## src/rtl/ylso_pkg.sv

```systemverilog
// Shared types and constants for the oscillator lock search block.
// Used by ylso_predict and yig_lock_search_optimizer; depends on nothing.
`default_nettype none

package ylso_pkg;

	localparam int IN_TDATA_W  = 32;
	localparam int OUT_TDATA_W = 16;
	localparam int TOL_W       = 15;
	localparam int ITER_W      = 6;
	localparam int COUNT_W     = 11;
	localparam int TARGET_W    = 14;
	localparam int ERR_W       = 16;

	localparam int unsigned SEARCH_STEPS = 7;

	localparam logic [COUNT_W-1:0]  COUNT_MAX = 11'd2047;
	localparam logic [TARGET_W-1:0] FREQ_LOW  = 14'd8000;
	localparam logic [TARGET_W-1:0] FREQ_HIGH = 14'd12500;

	// ceil(2^37 / 4500): exact quotient for any 24-bit dividend.
	localparam logic [24:0] SPAN_RECIP       = 25'd30541990;
	localparam int          SPAN_RECIP_SHIFT = 37;

	localparam logic [TOL_W-1:0]  TOL_RESET  = 15'd655;
	localparam logic [ITER_W-1:0] ITER_RESET = 6'd30;

	localparam logic [0:0] REG_TOLERANCE = 1'b0;
	localparam logic [0:0] REG_MAX_ITER  = 1'b1;

	localparam logic CMD_START   = 1'b0;
	localparam logic CMD_OBSERVE = 1'b1;

	typedef enum logic [1:0] {
		RUN_IDLE  = 2'd0,
		RUN_LOOP  = 2'd1,
		RUN_CHECK = 2'd2
	} run_state_t;

	typedef enum logic [1:0] {
		PHASE_IDLE     = 2'd0,
		PHASE_SEARCH   = 2'd1,
		PHASE_OPTIMIZE = 2'd2
	} lock_phase_t;

	typedef enum logic [2:0] {
		ST_STEPPING     = 3'd0,
		ST_LOOP_ENDED   = 3'd1,
		ST_LOCKED       = 3'd2,
		ST_FAILED       = 3'd3,
		ST_OUT_OF_RANGE = 3'd4,
		ST_IGNORED      = 3'd5
	} status_t;

	typedef struct packed {
		logic                in_range;
		logic [COUNT_W-1:0]  count;
	} pred_t;

	// Offsets tried around the predicted count while the loop is unlocked.
	function automatic logic signed [12:0] search_offset(input logic [2:0] idx);
		logic signed [12:0] off;
		case (idx)
			3'd0:    off = 13'sd50;
			3'd1:    off = -13'sd50;
			3'd2:    off = 13'sd100;
			3'd3:    off = -13'sd100;
			3'd4:    off = 13'sd150;
			3'd5:    off = -13'sd150;
			default: off = 13'sd0;
		endcase
		return off;
	endfunction

endpackage

`default_nettype wire

```

## src/rtl/yig_lock_search_optimizer.sv

```systemverilog
// Oscillator lock search and trim: input stage, state update and result register.
// Depends on ylso_pkg and ylso_predict.
//
// One item enters per clock while the result register is empty or being taken;
// the item waits in the input register, and the result register takes the
// updated state when the item advances. A result held by the receiver keeps the
// item behind it in the input register and drops s_tready. The longest path is
// the reciprocal multiply of the target conversion. A start item outside
// 8000..12500 MHz reports out of range and one during a run is ignored; otherwise
// the predicted count is applied and the loop runs for up to max_iterations
// observations (zero counts as one), trimming by one count per locked observation
// or trying the next table offset per unlocked one, and ends early within
// tolerance, at a rail or past the table. The observation after the loop ends
// reports locked or failed.
`default_nettype none

module yig_lock_search_optimizer (
	input  logic                             clk,
	input  logic                             arst_n,
	input  logic                             s_tvalid,
	output logic                             s_tready,
	// target_mhz[13:0], lock_bit[14], error_sample[30:15], zero[31]
	input  logic [ylso_pkg::IN_TDATA_W-1:0]  s_tdata,
	// command[0]
	input  logic                             s_tuser,
	output logic                             m_tvalid,
	input  logic                             m_tready,
	// tune_counts[10:0], lock_phase[12:11], status[15:13]
	output logic [ylso_pkg::OUT_TDATA_W-1:0] m_tdata,
	input  logic                             cfg_valid,
	output logic                             cfg_ready,
	input  logic                             cfg_index,
	input  logic [ylso_pkg::TOL_W-1:0]       cfg_data
);
	import ylso_pkg::*;

	logic [TOL_W-1:0]  tol_q;
	logic [ITER_W-1:0] iter_q;

	logic                 valid_s1;
	logic                 cmd_s1;
	logic [TARGET_W-1:0]  target_s1;
	logic                 lock_s1;
	logic [ERR_W-1:0]     err_s1;

	logic                   m_valid_q;
	logic [OUT_TDATA_W-1:0] m_data_q;

	run_state_t        run_q, run_nxt;
	lock_phase_t       info_q, info_nxt;
	logic [COUNT_W-1:0] cur_q, cur_nxt;
	logic [COUNT_W-1:0] pred_q, pred_nxt;
	logic [2:0]        idx_q, idx_nxt;
	logic [ITER_W-1:0] steps_q, steps_nxt;
	status_t           status_d;
	logic [OUT_TDATA_W-1:0] result_d;

	pred_t              pred;
	logic               advance;
	logic               stop;
	logic               err_neg, err_pos;
	logic [16:0]        err_mag;
	logic signed [12:0] cur_sum;
	logic [COUNT_W-1:0] cur_clamped;
	logic [ITER_W-1:0]  steps_dec;

	ylso_predict u_predict (
		.target_mhz (target_s1),
		.pred       (pred)
	);

	assign cfg_ready = 1'b1;
	assign advance   = valid_s1 && (!m_valid_q || m_tready);
	assign s_tready  = !valid_s1 || advance;
	assign m_tvalid  = m_valid_q;
	assign m_tdata   = m_data_q;

	always_ff @(posedge clk or negedge arst_n) begin
		if (!arst_n) begin
			tol_q  <= TOL_RESET;
			iter_q <= ITER_RESET;
		end else if (cfg_valid) begin
			if (cfg_index == REG_TOLERANCE) begin
				tol_q <= cfg_data;
			end else if (cfg_index == REG_MAX_ITER) begin
				iter_q <= cfg_data[ITER_W-1:0];
			end
		end
	end

	always_ff @(posedge clk or negedge arst_n) begin
		if (!arst_n) begin
			valid_s1 <= 1'b0;
		end else if (s_tready) begin
			valid_s1 <= s_tvalid;
		end
	end

	always_ff @(posedge clk) begin
		if (s_tready && s_tvalid) begin
			cmd_s1    <= s_tuser;
			target_s1 <= s_tdata[13:0];
			lock_s1   <= s_tdata[14];
			err_s1    <= s_tdata[30:15];
		end
	end

	// Next state of the search loop for the item in the input register.
	always_comb begin
		run_nxt   = run_q;
		info_nxt  = info_q;
		cur_nxt   = cur_q;
		pred_nxt  = pred_q;
		idx_nxt   = idx_q;
		steps_nxt = steps_q;
		status_d  = ST_IGNORED;

		err_neg = err_s1[ERR_W-1];
		err_pos = !err_s1[ERR_W-1] && (err_s1 != '0);
		err_mag = err_neg ? (17'd0 - {1'b1, err_s1}) : {1'b0, err_s1};
		stop    = 1'b0;
		cur_sum = $signed({2'b00, cur_q});

		if (lock_s1) begin
			if ((err_mag < {2'b00, tol_q})
			    || (err_pos && (cur_q == COUNT_MAX))
			    || (err_neg && (cur_q == '0))) begin
				stop = 1'b1;
			end else if (err_pos) begin
				cur_sum = $signed({2'b00, cur_q}) + 13'sd1;
			end else begin
				cur_sum = $signed({2'b00, cur_q}) - 13'sd1;
			end
		end else if (idx_q < 3'(SEARCH_STEPS)) begin
			cur_sum = $signed({2'b00, pred_q}) + search_offset(idx_q);
		end else begin
			stop = 1'b1;
		end

		if (cur_sum < 13'sd0) begin
			cur_clamped = '0;
		end else if (cur_sum > $signed({2'b00, COUNT_MAX})) begin
			cur_clamped = COUNT_MAX;
		end else begin
			cur_clamped = cur_sum[COUNT_W-1:0];
		end
		steps_dec = (steps_q != '0) ? steps_q - 6'd1 : steps_q;

		unique case (run_q)
			RUN_IDLE: begin
				if (cmd_s1 == CMD_START) begin
					if (!pred.in_range) begin
						status_d = ST_OUT_OF_RANGE;
					end else begin
						pred_nxt  = pred.count;
						cur_nxt   = pred.count;
						idx_nxt   = '0;
						steps_nxt = (iter_q == '0) ? 6'd1 : iter_q;
						run_nxt   = RUN_LOOP;
						info_nxt  = PHASE_SEARCH;
						status_d  = ST_STEPPING;
					end
				end
			end
			RUN_LOOP: begin
				if (cmd_s1 == CMD_OBSERVE) begin
					if (lock_s1) begin
						info_nxt = PHASE_OPTIMIZE;
					end else if (!stop) begin
						idx_nxt = idx_q + 3'd1;
					end
					cur_nxt   = cur_clamped;
					steps_nxt = steps_dec;
					if (stop || (steps_dec == '0)) begin
						run_nxt  = RUN_CHECK;
						status_d = ST_LOOP_ENDED;
					end else begin
						status_d = ST_STEPPING;
					end
				end
			end
			RUN_CHECK: begin
				if (cmd_s1 == CMD_OBSERVE) begin
					run_nxt  = RUN_IDLE;
					info_nxt = PHASE_IDLE;
					status_d = lock_s1 ? ST_LOCKED : ST_FAILED;
				end
			end
			default: begin
				run_nxt = RUN_IDLE;
			end
		endcase
	end

	// Result word shows the state after the update.
	always_comb begin
		result_d = {status_d, info_nxt, cur_nxt};
	end

	always_ff @(posedge clk or negedge arst_n) begin
		if (!arst_n) begin
			m_valid_q <= 1'b0;
			run_q     <= RUN_IDLE;
			info_q    <= PHASE_IDLE;
			cur_q     <= '0;
			pred_q    <= '0;
			idx_q     <= '0;
			steps_q   <= '0;
		end else if (advance) begin
			m_valid_q <= 1'b1;
			run_q     <= run_nxt;
			info_q    <= info_nxt;
			cur_q     <= cur_nxt;
			pred_q    <= pred_nxt;
			idx_q     <= idx_nxt;
			steps_q   <= steps_nxt;
		end else if (m_tready) begin
			m_valid_q <= 1'b0;
		end
	end

	always_ff @(posedge clk) begin
		if (advance) begin
			m_data_q <= result_d;
		end
	end

	a_idle_phase: assert property (@(posedge clk) disable iff (!arst_n)
		(run_q == RUN_IDLE) |-> (info_q == PHASE_IDLE))
		else $error("idle loop with a non-idle lock phase");

	a_loop_steps: assert property (@(posedge clk) disable iff (!arst_n)
		(run_q == RUN_LOOP) |-> (steps_q != '0))
		else $error("loop running with no steps left");

	a_index_range: assert property (@(posedge clk) disable iff (!arst_n)
		idx_q <= 3'(SEARCH_STEPS))
		else $error("search index past the offset table");

	a_stage_hold: assert property (@(posedge clk) disable iff (!arst_n)
		(valid_s1 && !advance) |=> (valid_s1 && $stable(target_s1) && $stable(err_s1)))
		else $error("stalled item lost from the input register");

endmodule

`default_nettype wire

```

## src/rtl/ylso_predict.sv

```systemverilog
// Range check of a target frequency and its conversion to a tuning count.
// Depends on ylso_pkg.
`default_nettype none

module ylso_predict (
	input  logic [ylso_pkg::TARGET_W-1:0] target_mhz,
	output ylso_pkg::pred_t               pred
);
	import ylso_pkg::*;

	logic [TARGET_W-1:0] diff;
	logic [23:0]         scaled;
	logic [48:0]         product;

	// count = (target - 8000) * 2047 / 4500, the division done as an exact
	// multiply by a reciprocal and a shift.
	always_comb begin
		diff    = target_mhz - FREQ_LOW;
		scaled  = {diff[12:0], 11'd0} - {11'd0, diff[12:0]};
		product = {25'd0, scaled} * {24'd0, SPAN_RECIP};
		pred.in_range = (target_mhz >= FREQ_LOW) && (target_mhz <= FREQ_HIGH);
		pred.count    = product[SPAN_RECIP_SHIFT +: COUNT_W];
	end

endmodule

`default_nettype wire

```

## config.mk

```make
export PLATFORM = sky130hd
export DESIGN_NAME = yig_lock_search_optimizer
export DESIGN_NICKNAME = d
export VERILOG_FILES = /design/src/rtl/ylso_pkg.sv /design/src/rtl/yig_lock_search_optimizer.sv /design/src/rtl/ylso_predict.sv
export SDC_FILE = /design/constraint.sdc
export NUM_CORES = 1
export LEC_CHECK = 0
export CAP_MARGIN = 20
export CORE_MARGIN = 5
export CORE_UTILIZATION = 26
export DETAILED_ROUTE_END_ITERATION = 7
export DONT_BUFFER_PORTS = 1
export PLACE_DENSITY = 0.5
export SLEW_MARGIN = 5
export SYNTH_ARGS = -nofsm -noshare
export SYNTH_HDL_FRONTEND = slang
export SYNTH_SLANG_ARGS = --single-unit
```

## constraint.sdc

```tcl
create_clock -name clk -period 19.9 [get_ports clk]
set_input_delay 3.98 -clock clk [delete_from_list [all_inputs] [get_ports clk]]
set_output_delay 3.98 -clock clk [all_outputs]
set_load 0.01 [all_outputs]
```

* After elaboration in Yosys (flattened, before gate mapping)
Index checks and enable logic that the tools add are counted.
** Word-level totals
- Logic and storage cells :: 126
- Output and inout bits :: 19
- Bits in registers :: 106
- Input bits :: 54
** Operators by class
- Equal/unequal tests :: 15
- Multiplexer cells :: 50
- $lt $le $gt $ge :: 6
- Bitwise operators :: 2
- Multiply operators :: 1
- Add/sub/neg operators :: 8
- Reduce and logical (&&, ||, !) cells :: 29
** Operator list (number)
- $mux 13 :: 6
- $pmux 13 s6 :: 1
- $mux 11 :: 5
- $mul 24x24->47 const B :: 1
- $mux 6 :: 5
- $mux 3 :: 9
- $sub 24x13->24 :: 1
- $pmux 11 s2 :: 1
- $mux 2 :: 10
- $lt 17x15->1 :: 1
- $mux 17 :: 1
- $sub 1x17->17 const A :: 1
- $reduce_bool 16->1 :: 1
- $ge 14x13->1 const B :: 1
- $le 14x14->1 const B :: 1
- $ne 2x2->1 const B :: 7
- $add 12x13->13 :: 1
- $gt 13x12->1 const B :: 1
- $lt 13x1->1 const B :: 1
- $sub 13x13->13 const B :: 1
- $add 11x1->12 const B :: 1
- $logic_not 6->1 :: 2
- $pmux 2 s3 :: 2
- $pmux 6 s2 :: 1
- 27 further kinds :: 49

* Depth between registers and ports, before layout
- Word-level depth :: 12
- Mapped depth :: 33
- Mapped depth without buffers :: 32

* Hierarchy
From an unflattened synthesis, not the netlist that was laid out.
** Second synthesis, totals
- Cell total of the unflattened synthesis :: 1663
- Area total of the unflattened synthesis :: 15537.4 um2
** Modules (own cells, without submodules)
- ylso_predict :: sequential area each 0.0 um2, area each 8901.0 um2, cells an instance 957, times used 1
- yig_lock_search_optimizer :: sequential area each 2905.3 um2, area each 6636.4 um2, cells an instance 706, times used 1

* Least setup slack after synthesis
Ideal clock, no wire load.
- Path type :: register to register
- Start point :: register target_s1[6]
- End point :: register cur_q[7]
- Stages on the path, launching flop included :: 31
- Setup time :: 0.125 ns
- Arrival time :: 8.156 ns
- Slack :: 11.619 ns
- Path buffers :: 1
- Data required time :: 19.775 ns
- Clock period less this slack :: 8.281 ns
- Cells stage by stage :: edfxtp_1 clkbuf_1 inv_1 ha_1 or4b_2 a211oi_1 o21bai_1 and2_1 o22ai_1 or3_1 nor2_1 xnor2_1 ha_1 ha_1 ha_1 ha_1 fa_1 fa_1 inv_1 fa_1 inv_1 ha_1 a211oi_1 o21ai_0 o211ai_1 a31oi_1 a211oi_1 o21bai_1 xnor2_1 o22ai_1 mux2_2
** On the way
- Longest elaborated chain between the ends :: 6
- Elaborated cells between the ends (all ways) :: 9
- Those cells by class :: 2 x add/sub; 1 x mul; 2 x order compare; 3 x mux; 1 x reduce/logical
** RTL lines
- from (decl) :: RTL line yig_lock_search_optimizer.sv:42 : logic [TARGET_W-1:0] target_s1;
- from (signal assigned) :: RTL line yig_lock_search_optimizer.sv:102 : target_s1 <= s_tdata[13:0];
- $sub 13x13->13 :: RTL line ylso_predict.sv:18 : diff = target_mhz - FREQ_LOW;
- $sub 24x13->24 :: RTL line ylso_predict.sv:19 : scaled = {diff[12:0], 11'd0} - {11'd0, diff[12:0]};
- $mul 24x24->47 :: RTL line ylso_predict.sv:20 : product = {25'd0, scaled} * {24'd0, SPAN_RECIP};
- $mux 11 * :: RTL line yig_lock_search_optimizer.sv:152 : if (!pred.in_range) begin
- $mux 11 * :: RTL line yig_lock_search_optimizer.sv:151 : if (cmd_s1 == CMD_START) begin
- $pmux 11 s2 * :: RTL line yig_lock_search_optimizer.sv:149 : unique case (run_q)
- via cur_nxt[7] :: RTL line yig_lock_search_optimizer.sv:51 : logic [COUNT_W-1:0] cur_q, cur_nxt;
- to (signal assigned) :: RTL line yig_lock_search_optimizer.sv:213 : cur_q <= cur_nxt;
- to (decl) :: RTL line yig_lock_search_optimizer.sv:51
Mark *: on every way through the listed nets, which the timed path passes. The rest lies on a longest branch.
A chain may end at the register's enable or synchronous reset.

* Worst setup path in the final report
Ends and elaborated chain as after synthesis.

==> flow_summary.json <==
{
  "cts_made_buffers": 9,
  "status": "finished clean",
  "syn_inst": 1620,
  "root_buffer": "clkbuf_16",
  "hold_depth": 1,
  "fp-row-count": 88,
  "fp.dieArea_mm2": 0.0635,
  "place_hpwl_um": 31900,
  "final_cell_mix": "inv_1 (311), ha_1 (270), fa_1 (146)",
  "crit-reg2reg-capture": "cur_q[7]",
  "diodes": 0,
  "setup_ws_ns": 10.43,
  "synth_seq_area_share_pct": 19.1,
  "synth_top_area_share_pct": 22.2,
  "async_reset_ff_share_pct": 54.7,
  "viasPerCell": 4.64,
  "yosysWarnings": 0,
  "fillerInstances": 6121,
  "arrival_ns": 9.74,
  "max_slew.worst_pin.slew_ns": 0.993,
  "finalHoldViolations": 0,
  "hold_start": "pred_q[0]",
  "antenna_found_initial": 0,
  "synth-edff-count": 48,
  "clkTransAtPathRegs_ns": 0.09,
  "critical_path.max_fanout": 11,
  "cp-end-kind": "flop",
  "maxCapViolations": 0,
  "post-route-min-period_ns": 9.47,
  "start_kind": "flop",
  "cts_tree": "built",
  "nets": 2087,
  "r2r_cells": 31,
  "htree_levels": 3,
  "clock_sinks": 106,
  "start_util_pct": 26.3,
  "firstDrtPassIters": 5,
  "max_stage_delay_ns": 0.73,
  "gp_congestion": 0.856,
  "fin_crit_sh_pct": 47.6,
  "setup_tns_ns": 0,
  "yosysUniqueCellTypes": 85,
  "clkLatencyLatePin_ns": 0.38,
  "worst_slew_margin_rel_pct": 33.3,
  "cts_setup_buffers": 0,
  "multiInputGateArea_mm2": 0.0110,
  "die_h_um": 252,
  "postSynthAreaPerCell_um2": 9.40,
  "wl_per_cell_um": 16.1,
  "grt_pass1_wl_um": 63200,
  "core_mm2": 0.0578,
  "drtIter0Drc": 616,
  "clockBufferDepth": 2,
  "synth-seq-cells": 106,
  "gr-total-overflow": 0,
  "ant_nets": 0,
  "fp.dieW_um": 252,
  "post_layout_nonfiller_instances": 2387,
  "rsz0062_at_grt": "false",
  "synth_nets": 2090,
  "hold_path_class": "flop to flop",
  "routed-via-count": 11100,
  "grtUsageTotal_pct": 12.3,
  "grt_pass1_vias": 11700,
  "finalSetupViolCount": 0,
  "slowest_stage": "a211oi_1",
  "drt-total-wl_um": 38500,
  "dp.cells": 2371,
  "reg2reg_slack_ns": 10.43,
  "reg2reg_from": "target_s1[6]",
  "drc": 0,
  "synth_area_mm2": 0.0152,
  "io_pins": 73,
  "layout_commonest_cell": "inv_1",
  "area_growth_pct": 8.71,
  "io_buffers": 0,
  "yosysTopAreaCell": "ha_1",
  "cp_common_cell": "ha_1",
  "drive_gt1_share_pct": 5.80,
  "cp.required_ns": 20.17,
  "critPathKind": "flop to flop",
  "seq_area_mm2": 0.00291,
  "final_core_util_pct": 28.6,
  "worstHoldEndpoint": "pred_q[0]",
  "cts_resized": 0,
  "max_freq_ghz": 0.106,
  "finClkSkew_ns": 0.0162,
  "dp_slack_ns": 10.38,
  "ctsHoldBuffers": 0,
  "synthTopCellsByArea": "ha_1 (22%), fa_1 (19%), edfxtp_1 (9.5%)",
  "grt_max_degree": 59,
  "slew_viol_final": 0,
  "synthFlopType": "edfxtp_1"
}
-- routing by layer --
layer  track usage (%)  vias up  wire (um)
li1                  -     5498          -
met1              17.2     5357      18800
met2              20.2      182      18000
met3              1.76       35       1090
met4              2.64        0        587
met5                 0        -          0
-- synth_stat cells, drive strengths merged (5+ instances only) --
cell,instances
a2111oi,5
o41ai,5
and3,14
nand4,23
or3,13
dfstp,10
nand2,118
a21o,21
ha,270
xnor2,52
nand2b,17
o22ai,6
fa,146
xor2,21
o221ai,6
a211oi,20
mux2,14
a22oi,5
nor2b,12
and4,6
inv,311
nand3,30
o21a,8
edfxtp,48
clkbuf,31
or4,9
mux2i,11
a31oi,9
buf,10
nor3,21
o21ai,77
and2,7
o31ai,7
o2111ai,5
nor2,67
a21oi,63
o211ai,8
dfrtp,48
nor4,8
-- stage by stage --
| step | hold slack, ns | cell area (um2) |
|---|---|---|
| 2_1_floorplan | 0.445 | 15200 |
| 3_3_place_gp | 0.465 | 16200 |
| 3_5_place_dp | 0.472 | 16200 |
| 4_1_cts | 0.494 | 16500 |
| 5_1_grt | 0.513 | 16500 |
| 6_report | 0.492 | 16500 |
-- cell type report --
type                            instances  share of cell area [%]
Clock buffer                           10                    1.51
Clock inverter                          6                   0.537
Inverter                              312                    7.08
Multi-Input combinational cell       1161                    66.3
Sequential cell                       106                    17.6
Tap cell                              765                    5.78
Timing Repair Buffer                   27                    1.22
-- worst max path at each step --
stage | depth (start not counted) | end | start | slack (ns)
after floorplan | 30 | cur_q[7] | target_s1[6] | 11.62
after global placement | 31 | cur_q[7] | target_s1[6] | 10.42
after detailed placement | 31 | cur_q[7] | target_s1[6] | 10.38
after CTS | 31 | cur_q[7] | target_s1[6] | 10.38
after global routing | 31 | cur_q[7] | target_s1[6] | 9.88
final | 31 | cur_q[7] | target_s1[6] | 10.43
-- worst max-delay path, delay by kind of cell (launching register included) --
| family | cells | cell delay (ns) |
|---|---|---|
| compound gates | 10 | 2.77 |
| simple gates | 4 | 1.16 |
| xor+xnor | 2 | 0.58 |
| flops | 1 | 0.62 |
| mux | 1 | 0.31 |
| buf+inv | 5 | 0.59 |
| fa+ha+maj | 9 | 3.32 |
-- state kept, by name, summed over array words and instances, names as in the netlist --
name and cells:
m_tdata 16, iter_q 6, err_s1 16, target_s1 14, cur_q 11, m_tvalid 1
lock_s1 1, run_q 2, info_q 2, pred_q 11, tol_q 15, cmd_s1 1
valid_s1 1, idx_q 3, steps_q 6
-- kinds of logic after synthesis --
group | Yosys count | share of synthesized area, %
AND/OR/NAND/NOR | 361 | 12.0
multiplexers | 25 | 1.76
AO/OA/AOI/OAI | 283 | 12.4
buffers and inverters | 353 | 8.96
XOR/XNOR | 73 | 4.25
adder cells (fa/ha/maj) | 418 | 41.5
other | 1 | 0.0246
flip-flops | 106 | 19.1
Power is not shown: default switching activity piles up to over one toggle a cycle in this logic, so the estimate is an artifact.
